File: src/i2c_register_access_master_top_defines.svh
// Assertion helpers for the I2C register access master.
`ifndef I2C_REGISTER_ACCESS_MASTER_TOP_DEFINES_SVH
`define I2C_REGISTER_ACCESS_MASTER_TOP_DEFINES_SVH

// Checked only out of reset.
`define I2CRAM_ASSERT(label, prop, msg) \
  label: assert property (@(posedge clk) disable iff (!rst_n) prop) else $error(msg);

// Checked on every edge, reset included.
`define I2CRAM_ASSERT_ALWAYS(label, prop, msg) \
  label: assert property (@(posedge clk) prop) else $error(msg);

`endif

File: src/i2cram_pkg.sv
`default_nettype none
package i2cram_pkg;

  typedef logic [1:0] cmd_t;

  localparam cmd_t CMD_TICK  = 2'd0;
  localparam cmd_t CMD_WRITE = 2'd1;
  localparam cmd_t CMD_READ  = 2'd2;

  localparam logic [2:0] SEG_START = 3'd0;
  localparam logic [2:0] SEG_BYTE  = 3'd1;
  localparam logic [2:0] SEG_ACK   = 3'd2;
  localparam logic [2:0] SEG_RECV  = 3'd3;
  localparam logic [2:0] SEG_NACK  = 3'd4;
  localparam logic [2:0] SEG_STOP  = 3'd5;

  localparam logic [1:0] BYTE_ADDR_W = 2'd0;
  localparam logic [1:0] BYTE_REG    = 2'd1;
  localparam logic [1:0] BYTE_DATA   = 2'd2;
  localparam logic [1:0] BYTE_ADDR_R = 2'd3;

  localparam logic [6:0] WR_LEN       = 7'd88;
  localparam logic [6:0] RD_LEN       = 7'd112;
  localparam logic [6:0] DEV_ADDR_RST = 7'd104;
  localparam logic [7:0] RW_READ_BIT  = 8'h01;

  localparam int         SEG_MAX = 11;
  localparam logic [3:0] WR_SEGS = 4'd8;
  localparam logic [3:0] RD_SEGS = 4'd11;

  localparam logic [2:0] REG_DEV_ADDR = 3'd0;

  typedef struct packed {
    logic [2:0] kind;
    logic [1:0] arg;
    logic [6:0] start;
  } seg_t;

  typedef struct packed {
    seg_t       seg;
    logic [4:0] off;
  } seg_dec_t;

  function automatic seg_t mk_seg(input logic [2:0] kind, input logic [1:0] arg,
                                  input logic [6:0] start);
    seg_t s;
    s.kind  = kind;
    s.arg   = arg;
    s.start = start;
    return s;
  endfunction

  // Segment table: kind, byte select or ack slot, first phase.
  function automatic seg_t seg_info(input logic rd, input logic [3:0] idx);
    seg_t s;
    s = mk_seg(SEG_STOP, 2'd0, 7'h7F);
    if (rd) begin
      case (idx)
        4'd0:    s = mk_seg(SEG_START, 2'd0,        7'd0);
        4'd1:    s = mk_seg(SEG_BYTE,  BYTE_ADDR_W, 7'd4);
        4'd2:    s = mk_seg(SEG_ACK,   2'd0,        7'd28);
        4'd3:    s = mk_seg(SEG_BYTE,  BYTE_REG,    7'd31);
        4'd4:    s = mk_seg(SEG_ACK,   2'd1,        7'd55);
        4'd5:    s = mk_seg(SEG_START, 2'd0,        7'd58);
        4'd6:    s = mk_seg(SEG_BYTE,  BYTE_ADDR_R, 7'd62);
        4'd7:    s = mk_seg(SEG_ACK,   2'd2,        7'd86);
        4'd8:    s = mk_seg(SEG_RECV,  2'd0,        7'd89);
        4'd9:    s = mk_seg(SEG_NACK,  2'd0,        7'd106);
        4'd10:   s = mk_seg(SEG_STOP,  2'd0,        7'd109);
        default: s = mk_seg(SEG_STOP,  2'd0,        7'h7F);
      endcase
    end else begin
      case (idx)
        4'd0:    s = mk_seg(SEG_START, 2'd0,        7'd0);
        4'd1:    s = mk_seg(SEG_BYTE,  BYTE_ADDR_W, 7'd4);
        4'd2:    s = mk_seg(SEG_ACK,   2'd0,        7'd28);
        4'd3:    s = mk_seg(SEG_BYTE,  BYTE_REG,    7'd31);
        4'd4:    s = mk_seg(SEG_ACK,   2'd1,        7'd55);
        4'd5:    s = mk_seg(SEG_BYTE,  BYTE_DATA,   7'd58);
        4'd6:    s = mk_seg(SEG_ACK,   2'd2,        7'd82);
        4'd7:    s = mk_seg(SEG_STOP,  2'd0,        7'd85);
        default: s = mk_seg(SEG_STOP,  2'd0,        7'h7F);
      endcase
    end
    return s;
  endfunction

  // Find the segment holding phase p: last segment whose start is not above p.
  function automatic seg_dec_t seg_decode(input logic rd, input logic [6:0] p);
    seg_dec_t   d;
    seg_t       s;
    logic [3:0] n;
    logic [6:0] diff;
    n = rd ? RD_SEGS : WR_SEGS;
    d.seg = seg_info(rd, 4'd0);
    for (int i = 0; i < SEG_MAX; i++) begin
      s = seg_info(rd, 4'(i));
      if ((4'(i) < n) && (p >= s.start))
        d.seg = s;
    end
    diff  = p - d.seg.start;
    d.off = diff[4:0];
    return d;
  endfunction

  // Bit position (off / 3) within a 24-phase byte segment.
  function automatic logic [2:0] byte_bit(input logic [4:0] off);
    logic [2:0] b;
    b = 3'd0;
    for (int k = 1; k < 8; k++) begin
      if (off >= 5'(3 * k))
        b = 3'(k);
    end
    return b;
  endfunction

endpackage
`default_nettype wire

File: src/i2c_register_access_master_top.sv
// I2C register access master: one request is one bus phase.
// The result is registered: an accepted request passes the input register, then
// the result register. Throughput: one request per cycle while out_stall is low, set by the
// single-pass phase decoder; a write transaction spans 88 requests, a read 112.
// Reset (rst_n low, synchronous): idle, valid flags and sequencer state zero, device address 104.
`default_nettype none
module i2c_register_access_master_top (
  input  wire                   clk,
  input  wire                   rst_n,
  input  wire                   in_valid,
  output logic                  in_stall,
  input  wire i2cram_pkg::cmd_t in_command,
  input  wire [7:0]             in_reg_addr,
  input  wire [7:0]             in_write_data,
  input  wire                   in_sda_in,
  output logic                  out_valid,
  input  wire                   out_stall,
  output logic                  out_scl_level,
  output logic                  out_sda_level,
  output logic                  out_busy_res,
  output logic                  out_done_res,
  output logic [7:0]            out_read_byte,
  output logic [2:0]            out_ack_bits,
  input  wire                   psel,
  input  wire                   penable,
  input  wire                   pwrite,
  input  wire [2:0]             paddr,
  input  wire [31:0]            pwdata,
  output logic [31:0]           prdata,
  output logic                  pready
);
  import i2cram_pkg::*;

  // configuration
  logic [6:0] dev_addr_r;

  // input register
  logic       s1_valid_r;
  cmd_t       s1_cmd_r;
  logic [7:0] s1_reg_r;
  logic [7:0] s1_data_r;
  logic       s1_sda_r;

  // sequencer state
  logic [6:0] phase_r, phase_nxt;
  logic       is_read_r, is_read_nxt;
  logic [7:0] shift_r, shift_nxt;
  logic [7:0] lreg_r, lreg_nxt;
  logic [7:0] ldata_r, ldata_nxt;
  logic [7:0] rxbyte_r, rxbyte_nxt;
  logic [2:0] ack_r, ack_nxt;

  // result register
  logic       out_valid_r;
  logic       scl_r, sda_r, busy_r, done_r;
  logic [7:0] rbyte_r;
  logic [2:0] ackbits_r;

  logic       advance;
  logic       in_fire;
  logic       cfg_wr;

  logic       cmd_start;
  logic       rd_eff;
  logic [6:0] p;
  logic [6:0] seq_len;
  logic       busy;
  logic       done;
  logic       scl_o, sda_o;
  seg_dec_t   dec;
  logic [2:0] bpos;
  logic [4:0] bsub;
  logic [7:0] bval;
  logic [7:0] addr_byte;

  assign advance  = !out_valid_r || !out_stall;
  assign in_stall = s1_valid_r && !advance;
  assign in_fire  = in_valid && !in_stall;

  assign pready = 1'b1;
  assign cfg_wr = psel && penable && pwrite && (paddr == REG_DEV_ADDR);
  assign prdata = (paddr == REG_DEV_ADDR) ? {25'd0, dev_addr_r} : 32'd0;

  always_ff @(posedge clk) begin
    if (!rst_n) begin
      dev_addr_r <= DEV_ADDR_RST;
    end else if (cfg_wr) begin
      dev_addr_r <= pwdata[6:0];
    end
  end

  always_ff @(posedge clk) begin
    if (!rst_n) begin
      s1_valid_r <= 1'b0;
    end else if (in_fire) begin
      s1_valid_r <= 1'b1;
    end else if (advance) begin
      s1_valid_r <= 1'b0;
    end
  end

  always_ff @(posedge clk) begin
    if (in_fire) begin
      s1_cmd_r  <= in_command;
      s1_reg_r  <= in_reg_addr;
      s1_data_r <= in_write_data;
      s1_sda_r  <= in_sda_in;
    end
  end

  // Phase sequencer
  assign cmd_start = (phase_r == 7'd0) && ((s1_cmd_r == CMD_WRITE) || (s1_cmd_r == CMD_READ));
  assign rd_eff    = cmd_start ? (s1_cmd_r == CMD_READ) : is_read_r;
  assign p         = cmd_start ? 7'd0 : phase_r;
  assign seq_len   = rd_eff ? RD_LEN : WR_LEN;
  assign busy      = cmd_start || ((phase_r != 7'd0) && (phase_r < seq_len));
  assign done      = busy && ((p + 7'd1) >= seq_len);

  assign dec       = seg_decode(rd_eff, p);
  assign bpos      = byte_bit(dec.off);
  assign bsub      = dec.off - ({1'b0, bpos, 1'b0} + {2'b00, bpos});
  assign addr_byte = {dev_addr_r, 1'b0};

  always_comb begin
    case (dec.seg.arg)
      BYTE_ADDR_W: bval = addr_byte;
      BYTE_REG:    bval = lreg_nxt;
      BYTE_DATA:   bval = ldata_nxt;
      default:     bval = addr_byte | RW_READ_BIT;
    endcase
  end

  always_comb begin
    is_read_nxt = is_read_r;
    lreg_nxt    = lreg_r;
    ldata_nxt   = ldata_r;
    ack_nxt     = ack_r;
    shift_nxt   = shift_r;
    rxbyte_nxt  = rxbyte_r;
    phase_nxt   = phase_r;
    scl_o       = 1'b1;
    sda_o       = 1'b1;

    if (cmd_start) begin
      is_read_nxt = (s1_cmd_r == CMD_READ);
      lreg_nxt    = s1_reg_r;
      if (s1_cmd_r == CMD_WRITE)
        ldata_nxt = s1_data_r;
      ack_nxt   = 3'd0;
      shift_nxt = 8'd0;
    end

    if (busy) begin
      case (dec.seg.kind)
        SEG_START: begin
          sda_o = (dec.off < 5'd2);
          scl_o = (dec.off == 5'd0) ? (p == 7'd0) : (dec.off != 5'd3);
        end
        SEG_BYTE: begin
          sda_o = bval[3'd7 - bpos];
          scl_o = (bsub == 5'd1);
        end
        SEG_ACK: begin
          scl_o = (dec.off == 5'd1);
          if ((dec.off == 5'd1) && s1_sda_r)
            ack_nxt = ack_nxt | (3'b001 << dec.seg.arg);
        end
        SEG_RECV: begin
          if (dec.off == 5'd0) begin
            scl_o     = 1'b0;
            shift_nxt = 8'd0;
          end else if (dec.off[0]) begin
            scl_o     = 1'b1;
            shift_nxt = {shift_nxt[6:0], s1_sda_r};
          end else begin
            scl_o = 1'b0;
          end
        end
        SEG_NACK: begin
          scl_o = (dec.off == 5'd1);
        end
        SEG_STOP: begin
          sda_o = (dec.off == 5'd2);
          scl_o = (dec.off != 5'd0);
        end
        default: begin
          scl_o = 1'b1;
          sda_o = 1'b1;
        end
      endcase

      if (done) begin
        phase_nxt = 7'd0;
        if (rd_eff)
          rxbyte_nxt = shift_nxt;
      end else begin
        phase_nxt = p + 7'd1;
      end
    end else begin
      phase_nxt = 7'd0;
    end
  end

  always_ff @(posedge clk) begin
    if (!rst_n) begin
      phase_r   <= 7'd0;
      is_read_r <= 1'b0;
      shift_r   <= 8'd0;
      lreg_r    <= 8'd0;
      ldata_r   <= 8'd0;
      rxbyte_r  <= 8'd0;
      ack_r     <= 3'd0;
    end else if (s1_valid_r && advance) begin
      phase_r   <= phase_nxt;
      is_read_r <= is_read_nxt;
      shift_r   <= shift_nxt;
      lreg_r    <= lreg_nxt;
      ldata_r   <= ldata_nxt;
      rxbyte_r  <= rxbyte_nxt;
      ack_r     <= ack_nxt;
    end
  end

  always_ff @(posedge clk) begin
    if (!rst_n) begin
      out_valid_r <= 1'b0;
    end else if (advance) begin
      out_valid_r <= s1_valid_r;
    end
  end

  always_ff @(posedge clk) begin
    if (s1_valid_r && advance) begin
      scl_r     <= scl_o;
      sda_r     <= sda_o;
      busy_r    <= busy;
      done_r    <= done;
      rbyte_r   <= rxbyte_nxt;
      ackbits_r <= ack_nxt;
    end
  end

  assign out_valid     = out_valid_r;
  assign out_scl_level = scl_r;
  assign out_sda_level = sda_r;
  assign out_busy_res  = busy_r;
  assign out_done_res  = done_r;
  assign out_read_byte = rbyte_r;
  assign out_ack_bits  = ackbits_r;

`include "i2c_register_access_master_top_defines.svh"

  `I2CRAM_ASSERT(a_done_busy, (out_valid_r && done_r) |-> busy_r, "done without busy")
  `I2CRAM_ASSERT(a_idle_released, (out_valid_r && !busy_r) |-> (scl_r && sda_r),
                 "bus driven while idle")
  `I2CRAM_ASSERT_ALWAYS(a_phase_range,
                        !rst_n || (phase_r == 7'd0) ||
                        (phase_r < (is_read_r ? RD_LEN : WR_LEN)),
                        "phase beyond sequence end")
  `I2CRAM_ASSERT(a_stall_needs_item, in_stall |-> s1_valid_r, "stall with empty input stage")

endmodule
`default_nettype wire
File: config.mk
export PLATFORM = sky130hd
export DESIGN_NAME = i2c_register_access_master_top
export DESIGN_NICKNAME = d
export VERILOG_FILES = /design/src/i2cram_pkg.sv /design/src/i2c_register_access_master_top.sv
export VERILOG_INCLUDE_DIRS = /design/src /design/src/src
export SDC_FILE = /design/constraint.sdc
export NUM_CORES = 1
export LEC_CHECK = 0
export BUFFER_PORTS_ARGS = -buffer_cell sky130_fd_sc_hd__buf_2
export CAP_MARGIN = 20
export CORE_UTILIZATION = 37
export DETAILED_ROUTE_END_ITERATION = 10
export PLACE_DENSITY = 0.69
export SLEW_MARGIN = 20
export SYNTH_ARGS = -nofsm -noshare
export SYNTH_HDL_FRONTEND = slang
export SYNTH_SLANG_ARGS = --single-unit
File: constraint.sdc
create_clock -name clk -period 7.6 [get_ports clk]
set_input_delay 0.76 -clock clk [delete_from_list [all_inputs] [get_ports clk]]
set_output_delay 0.76 -clock clk [all_outputs]
set_load 0.02 [all_outputs]
==> qor.csv, run 1 <==
metric;value;unit
status;finished with violations;
violations;DRC;
finClkSkew;0.008691;ns
cts_tree;done;
drive_gt1_share;18.41;%
viasPerCell;5.161;
power_density;171.0;mW/mm^2
min_from;ldata_r[6];
yosysTopAreaCellShare;19.00;%
syn_to_final_growth;14.95;%
ios;111;
worstMarginPinSlew;0.9917;ns
antenna_cells;0;
max_cap_viol_count;0;
setup_tns;0;ns
r2r_start;s1_cmd_r[1];
dpl.hpwl;8855;um
slew_headroom;33.59;%
grt_max_degree;53;
setup_viol;0;
finalMaxSlewViolations;0;
place_area;0.005978;sq mm
ys_ff_latch;86;
ys_top_cells_by_area;dfxtp_1 19%, edfxtp_1 19%, nand2_1 7.4%, ha_1 6.2%, buf_4 3.7%;
cp_max_fo;8;
drtPass1Iterations;8;
crit_required;7.77;ns
h-tree-depth;3;
min-delay-path-class;reg -> reg;
cts.hold.buffers_added;0;
netlist_area;0.005480;sq mm
fp.dieW;123.7;um
grt_pass1_wl;20130;um
synth_warnings;0;
hold_violations;0;
critical-path-max-stage-delay;0.46;ns
clockBufferDepth;2;
cpMostUsedCell;ha_1;
nets;776;
synth-main-ff-cell;dfxtp_1;
fmax;142.1;MHz
synth_area_per_cell;8.882;sq um
yosys.area.top_type;dfxtp_1;
rsz0062_at_grt;no;
cts_root_buf;clkbuf_16;
crit_start;s1_cmd_r[1];
postRouteAntennaNets;0;
ys_async_sr_fraction;0;%
start_util;37.85;%
cp-end-kind;flop;
numCtsBuffers;9;
cp_data_arrival_time;7.21;ns
critical_path_class;reg -> reg;
die_y;123.7;um
ir_drop;0.0001845;V
drt_iter0_drc;171;
design_area;0.006300;sq mm
clock_sinks;86;
drc_errors;1;
utilization;43.51;%
cpMaxStageDelayCell;fa_1;
port-buffer-count;59;
finalCriticalPeriod;7.038;ns
routabilityCongestion;0.9038;
finalPower;1.077;mW
clock_latency;0.35;ns
grt_pass1_vias;4163;
antenna_found_initial;0;
power_leakage;2.704;nW
yosysSeqAreaShare;37.63;%
fill_cells;1400;
fp-row-count;44;
synth_cell_types;68;
path_clk_slew;0.06;ns
overflow;0;
routed-via-count;4511;
synth_edf_count;34;
grt_usage;17.21;%
yosysMostFrequentCell;nand2_1;
die-area;0.01530;sq mm
post_drt_wl_per_cell;13.93;um
postRouteWirelength;12180;um
syn_inst;617;
core;0.01448;sq mm
post-route-period-util;92.61;%
critPathLaunchType;flop;
synthTopCellsByCount;108 x nand2_1, 52 x dfxtp_1, 34 x edfxtp_1;
## metrics by stage
stage	hold WS, ns	setup slack [ns]	std cells
after detailed placement	0.4590	0.4416	857
after CTS	0.4676	0.3975	873
after global routing	0.4940	0.09388	874
final	0.4657	0.5618	874
after global placement	0.4530	0.5027	857
after floorplan	0.4431	0.4763	641
## cells by family after synthesis
family | after synthesis | synth area share [%]
and+or+nand+nor | 226 | 20.75
AOI/OAI and AO/OA | 163 | 20.87
DFF | 86 | 37.63
buffers and inverters | 80 | 7.694
adders and majority gates | 30 | 7.260
muxes | 20 | 4.064
xor gates and xnor gates | 10 | 1.598
other | 2 | 0.1370
## metal layers
metal  vias to the layer above  share of wire, %  global-route usage, %
li1                       2289                 -                      -
met1                      2088                44                  21.12
met2                       117                48                  28.23
met3                        17               5.3                  4.899
met4                         0               2.0                  7.003
met5                         -                 0                      0
## where the power goes
group | internal [mW] | leakage, nW | switching (mW) | total [mW]
clock | 0.274 | 0.150 | 0.183 | 0.456
sequential | 0.495 | 0.736 | 0.00695 | 0.502
combinational | 0.0414 | 1.82 | 0.0779 | 0.119
total | 0.810 | 2.70 | 0.267 | 1.08
## placed cells by master, fill, tap and decap left out, types with 15 or more instances in the layout
cell type	Yosys	final
a21boi_0	20	20
a21oi_1	32	32
a22oi_1	15	15
buf_2	3	59
buf_4	27	28
conb_1	2	26
dfxtp_1	52	52
edfxtp_1	34	34
ha_1	27	27
inv_1	22	22
nand2_1	108	108
nor2_1	21	21
nor2b_1	25	24
o21ai_0	26	25
## critical path, delay by kind of cell (launching register included)
kind,cells,cell delay [ns]
AOI/OAI and AO/OA,13,2.24
xor gates and xnor gates,2,0.39
buffers and inverters,4,0.56
DFF,1,0.40
and+or+nand+nor,8,1.23
adders and majority gates,6,2.04
## sequential cells by signal, summed over array words and instances (netlist names), 2 cells and up
signal and cells:
out_ack_bits 3, out_read_byte 8, s1_data_r 8, shift_r 8, s1_reg_r 8, s1_cmd_r 2
ack_r 3, dev_addr_r 7, rxbyte_r 8, ldata_r 8, lreg_r 8, phase_r 7
## cell type report
| cell class | instances | area (sq um) | share of cell area, % |
|---|---|---|---|
| multi-input combinational | 475 | 3094 | 49.12 |
| timing repair buffer | 87 | 505.5 | 8.024 |
| tap | 184 | 230.2 | 3.654 |
| clock buffer | 12 | 256.5 | 4.072 |
| clock inverter | 4 | 52.55 | 0.8342 |
| sequential | 86 | 2062 | 32.73 |
| inverter | 26 | 98.84 | 1.569 |
## final timing paths
kind / endpoint / slack [ns] / cells after the start
max: out_scl_level / 0.56 / 33
min: ldata_r[6] / 0.47 / 2
max reg2reg: out_scl_level / 0.56 / 33
min reg2reg: ldata_r[6] / 0.47 / 2
## what timing repair did
item,in CTS,in global routing
setup buffers,0,1
resized for setup,0,2
endpoints found under the setup margin,0,1
Power figures use the tool's default switching activity.
==> inputs of run 2 (changes only) <==
ABC_AREA = 1   (was unset)
GPL_TIMING_DRIVEN = 0   (was unset)
PLACE_DENSITY = 0.68   (was 0.69)
==> run 2 against run 1 <==
Compared with the run above:
- the run now ends clean
- clock power increased by 13%
- register-to-register slack improved by 0.08 ns
- final cell count grew 21%
- non-clock buffer count grew 28
==> qor.csv, run 2 <==
metric;value;unit;change
synthTopCellsByCount;131 x inv_1, 116 x nand2_1, 65 x a21oi_1;;
status;finished clean;;
cts.hold.buffers_added;0;;unchanged
finalCriticalPeriod;6.957;ns;-0.08116 ns
dp.cells;1041;;+21%
drt_iter0_drc;296;;+73%
power_density;236.4;mW/mm^2;+38%
fin_cells;1060;;+21%
slew_headroom;49.81;%;+16 points
min-delay-path-class;reg -> reg;;
critical-path-max-stage-delay;0.48;ns;+0.02 ns
drtPass1Iterations;5;;-3
fp-row-count;45;;+2.3%
synth_warnings;0;;unchanged
max_cap_viol_count;0;;unchanged
cts_tree;done;;
postRouteAntennaNets;0;;unchanged
most-common-layout-cells;130 x inv_1, 116 x nand2_1, 65 x a21oi_1;;
rsz0062_at_grt;no;;
synth_cell_types;51;;-25%
reg2reg_setup_slack;0.64;ns;+0.08 ns
yosysMostFrequentCell;inv_1;;
yosysSeqAreaShare;35.79;%;-1.8 points
start_util;37.89;%;+0.043 points
postRouteWirelength;13510;um;+11%
worstHoldPathCells;2;;unchanged
worstMarginPinSlew;0.7501;ns;-0.2416 ns
finalMaxSlewViolations;0;;unchanged
fmax;143.7;MHz;+1.2%
cts_root_buf;clkbuf_16;;
holdWs;0.4830;ns;+0.01731 ns
drc_errors;0;;-1
cp-end-kind;flop;;
routed-via-count;5083;;+13%
clockBufferDepth;2;;unchanged
yosys.area.top_type;dfxtp_1;;
critPathLaunchType;flop;;
grt_pass1_wl;21930;um;+8.9%
dpl.hpwl;10260;um;+16%
routabilityCongestion;0.8663;;-4.1%
post-route-period-util;91.54;%;-1.1 points
crit_required;7.65;ns;-0.12 ns
die-area;0.01607;sq mm;+5.0%
hold_violations;0;;unchanged
overflow;0;;unchanged
cp-endpoint;out_scl_level;;
critical_path_class;reg -> reg;;
fill_cells;1549;;+11%
syn_to_final_growth;17.33;%;
ios;111;;unchanged
cpMostUsedCell;nand2_1;;
final_common_cell;inv_1;;
cp_max_fo;10;;+2
die_y;126.8;um;+2.5%
finalPower;1.598;mW;+48%
finClkSkew;0.009225;ns;+0.0005345 ns
setup_tns;0;ns;unchanged
grt_usage;17.32;%;+0.11 points
grt_max_degree;25;;-53%
grt_pass1_vias;4513;;+8.4%
nets;958;;+23%
synth_area_per_cell;7.471;sq um;-16%
path_clk_slew;0.07;ns;about the same
netlist_area;0.005761;sq mm;+5.1%
syn_inst;771;;+25%
crit_start;s1_cmd_r[1];;
clock_latency;0.34;ns;about the same
r2r_cells;35;;+6.1%
cp_data_arrival_time;7.01;ns;-0.20 ns
yosysTopAreaCellShare;18.07;%;-0.92 points
ys_ff_latch;86;;unchanged
port-buffer-count;58;;-1.7%
timing.rr.end;out_scl_level;;
setup_viol;0;;unchanged
r2r_start;s1_cmd_r[1];;
post_drt_wl_per_cell;12.74;um;-8.6%
synth_edf_count;34;;unchanged
ys_top_cells_by_area;dfxtp_1 18%, edfxtp_1 18%, inv_1 8.5%, nand2_1 7.6%, ha_1 5.9%;;
core;0.01520;sq mm;+5.0%
power_leakage;3.279;nW;+21%
clock_sinks;86;;unchanged
antenna_found_initial;0;;unchanged
synth-main-ff-cell;dfxtp_1;;
fp.dieW;126.8;um;+2.5%
ir_drop;0.0001224;V;-34%
numCtsBuffers;9;;unchanged
drive_gt1_share;20.18;%;+1.8 points
ys_async_sr_fraction;0;%;unchanged
h-tree-depth;3;;unchanged
antenna_cells;0;;unchanged
cpMaxStageDelayCell;fa_1;;
viasPerCell;4.795;;-7.1%
run 2: changes by cell type in the layout (fill, tap and decap cells not counted), moves of 24 or more:
cell     previous run  this run
nor2b_1            24         0
nor2_1             21        47
a21oi_1            32        65
inv_1              22       130
o21ai_0            25        60
run 2: worst max-delay path: cells and delay by family, from the launching register on:
family	cells	cell delay, ns
AND/OR/NAND/NOR	13	1.61
flip-flops	1	0.40
AO/OA/AOI/OAI	8	1.36
XOR/XNOR	2	0.37
adder cells (fa/ha/maj)	6	2.22
buffers and inverters	6	0.70
run 2: cell type report:
| cell class | count | area [sq um] | area share (%) |
|---|---|---|---|
| multi-input cells | 506 | 2887 | 42.71 |
| flip-flops and latches | 86 | 2063 | 30.53 |
| inverters | 149 | 573.1 | 8.478 |
| plain buffers | 54 | 341.6 | 5.054 |
| repair buffers | 61 | 312.8 | 4.628 |
| well taps | 188 | 235.2 | 3.480 |
| clock buffers | 10 | 229.0 | 3.388 |
| clock inverters | 6 | 117.6 | 1.740 |
run 2: repair_timing:
item | CTS | global route
buffers inserted | 0 | 3
gates resized for setup | 0 | 3
setup endpoints to repair | 0 | 1
run 2: worst min-delay path by stage:
stage / startpoint / end / slack [ns]
after detailed placement: s1_valid_r / out_valid / 0.47
after CTS: s1_valid_r / out_valid / 0.48
after global placement: s1_valid_r / out_valid / 0.47
final: s1_valid_r / out_valid / 0.48
after global routing: dev_addr_r[4] / dev_addr_r[4] / 0.52
after floorplan: dev_addr_r[0] / dev_addr_r[0] / 0.45
run 2: power by group:
part           switching [mW]  internal, mW  leakage [nW]
sequential             0.0103         0.511         0.755
clock                   0.190         0.325         0.165
combinational           0.354         0.207          2.36
run 2: through the flow:
stage / area (sq um) / setup WS, ns / utilization [%]
floorplan: 5851 / 1.634 / -
global placement: 6376 / 0.7037 / 41.94
detailed placement: 6377 / 0.6635 / 41.95
finish: 6759 / 0.6429 / 44.46
CTS: 6724 / 0.5695 / 44.23
global route: 6759 / 0.01296 / 44.46
run 2: per-layer routing:
metal | track usage, % | routed length [um] | vias to the layer above
met2 | 28.66 | 6274 | 151
li1 | - | - | 2655
met4 | 7.493 | 390 | 0
met5 | 0 | 0 | -
met1 | 22.58 | 6247 | 2255
met3 | 2.488 | 593 | 22
run 2: logic make-up (layout without fill, tap and decap cells):
kind of cell               after synthesis  count (layout)  share of synthesized area (%)
xor gates and xnor gates                 7               7                          1.064
adders and majority gates               30              30                          6.907
muxes                                    5               5                         0.8688
and+or+nand+nor                        256             256                          21.18
AOI/OAI and AO/OA                      182             182                          18.27
other                                    2              26                         0.1304
buffers and inverters                  203             280                          15.79
DFF                                     86              86                          35.80
==> inputs of run 3 (changes only) <==
CORE_MARGIN = 2   (was unset)
CORE_UTILIZATION = 40   (was 37)
PLACE_DENSITY = 0.72   (was 0.68)
==> run 3 against run 2 <==
Compared with the run above:
- routed wire length increased by 0.54%
- worst setup slack improved by 0.097 ns
- clock-buffer cell count unchanged
- maximum frequency increased by 1.4%
- critical path type unchanged
- largest cell class unchanged
- final cell count down 0.57%
==> qor.csv, run 3 (synthesized netlist as in run 2, its figures left out) <==
metric;value;unit;change
grt_max_degree;25;;unchanged
pwr-share-clk;29.3;%;-2.9 points
p_int;0.9828;mW;-5.8%
nets;961;;+0.31%
rsz0062_at_grt;no;;
crit_required;7.65;ns;about the same
postRouteAntennaNets;0;;unchanged
seqPwrFrac;34.3;%;+1.7 points
drtPass1Iterations;5;;unchanged
cpMaxStageDelayCell;dfxtp_1;;
clockBufferDepth;2;;unchanged
cp_data_arrival_time;6.91;ns;-0.10 ns
finClkSkew;0.004270;ns;-0.004955 ns
drive_gt1_share;20.37;%;+0.18 points
multi_input_area;0.002887;sq mm;unchanged
die-area;0.01538;sq mm;-4.3%
grt_pass1_wl;21990;um;+0.28%
cpLargestDelayFamily;adder cells;;
slew_headroom;48.70;%;-1.1 points
drt_iter0_drc;354;;+20%
drc_errors;0;;unchanged
routabilityCongestion;0.9242;;+6.7%
seqCellArea;0.002062;sq mm;about the same
cts_root_buf;clkbuf_16;;
ios;111;;unchanged
status;finished clean;;
max_cap_viol_count;0;;unchanged
post_drt_wl_per_cell;12.88;um;+1.1%
most-common-layout-cells;130 x inv_1, 116 x nand2_1, 65 x a21oi_1;;
grt_usage;18.28;%;+0.96 points
utilization;48.04;%;+3.6 points
p_switching;0.5404;mW;-2.5%
critPathLaunchType;flop;;
crit_start;phase_r[1];;
swShare;35.48;%;+0.78 points
min_from;s1_valid_r;;
clock_sinks;86;;unchanged
cp-end-kind;flop;;
postRouteWirelength;13580;um;+0.54%
h-tree-depth;3;;unchanged
die_y;124.0;um;-2.2%
start_util;41.18;%;+3.3 points
final_common_cell;inv_1;;
hold_violations;0;;unchanged
cpMostUsedCell;nand2_1;;
post-route-period-util;90.27;%;-1.3 points
finalCriticalPeriod;6.860;ns;-0.09677 ns
fmax;145.8;MHz;+1.4%
numCtsBuffers;9;;unchanged
cts_tree;done;;
crit_buf_inv;5;;-1
power_density;226.7;mW/mm^2;-4.1%
grt_pass1_vias;4633;;+2.7%
overflow;0;;unchanged
p_comb_share;36.4;%;+1.3 points
setup_tns;0;ns;unchanged
fill_cells;1416;;-8.6%
ir_drop;0.0001211;V;-1.1%
path_clk_slew;0.06;ns;about the same
cts.hold.buffers_added;0;;unchanged
syn_to_final_growth;16.66;%;
fp-row-count;43;;-4.4%
power_leakage;3.275;nW;-0.12%
worstMarginPinSlew;0.7687;ns;+0.01855 ns
core;0.01399;sq mm;-8.0%
setup_viol;0;;unchanged
finalMaxSlewViolations;0;;unchanged
clock_latency;0.34;ns;about the same
port-buffer-count;58;;unchanged
cp_max_fo;10;;unchanged
fp.dieW;124.0;um;-2.2%
antenna_found_initial;0;;unchanged
viasPerCell;4.889;;+2.0%
dpl.hpwl;10260;um;about the same
r2r_start;phase_r[1];;
routed-via-count;5153;;+1.4%
critical-path-max-stage-delay;0.49;ns;about the same
min-delay-path-class;reg -> reg;;
antenna_cells;0;;unchanged
critical_path_class;reg -> reg;;
## run 3: power groups by stage
stage | Sequential, mW | Clock [mW] | Combinational, mW
finish | 0.522 | 0.447 | 0.554
detailed placement | 0.532 | 0 | 0.544
global route | 0.524 | 0.469 | 0.640
CTS | 0.522 | 0.453 | 0.548
global placement | 0.531 | 0 | 0.536
floorplan | 0.537 | 0 | 0.427
## run 3: worst paths after layout
| path | endpoint | slack [ns] | cells after the start |
|---|---|---|---|
| worst max-delay path | out_scl_level | 0.74 | 37 |
| worst max register to register | out_scl_level | 0.74 | 37 |
| worst min register to register | out_valid | 0.48 | 2 |
| worst min-delay path | out_valid | 0.48 | 2 |
## run 3: metrics by stage
| step | area [sq um] | setup slack [ns] | std cells | hold slack [ns] | total power, mW |
|---|---|---|---|---|---|
| after floorplan | 5851 | 1.634 | 795 | 0.4451 | 0.9637 |
| final | 6720 | 0.7397 | 1054 | 0.4824 | 1.523 |
| after detailed placement | 6367 | 0.6425 | 1033 | 0.4737 | 1.076 |
| after global placement | 6366 | 0.6610 | 1033 | 0.4674 | 1.067 |
| after global routing | 6720 | 0.06384 | 1054 | 0.5115 | 1.633 |
| after CTS | 6664 | 0.5767 | 1048 | 0.4815 | 1.523 |
## run 3: area by class of cell
type / instances / share of cell area (%)
Inverter: 149 / 8.527
Buffer: 54 / 5.083
Clock buffer: 10 / 3.556
Clock inverter: 5 / 0.8565
Timing Repair Buffer: 64 / 4.990
Tap cell: 180 / 3.351
Sequential cell: 86 / 30.68
Multi-Input combinational cell: 506 / 42.95
## run 3: repair_timing
action / 4_1_cts / 5_1_grt
resized for setup: 0 / 2
endpoints found under the setup margin: 0 / 1
buffers inserted: 0 / 6
## run 3: worst reg2reg max path: cells and delay by family, from the launching register on
family / cells / cell delay [ns]
buf+inv: 5 / 0.61
xor+xnor: 2 / 0.36
fa+ha+maj: 6 / 1.94
compound gates: 10 / 1.47
simple gates: 14 / 1.71
flops: 1 / 0.49
## run 3: layer usage
layer  track usage, %  wire (um)  share of wire (%)
met1            23.32       5956                 44
met2            31.59       6500                 48
met5                0          0                  0
met4            6.320        264                1.9
met3            2.656        857                6.3
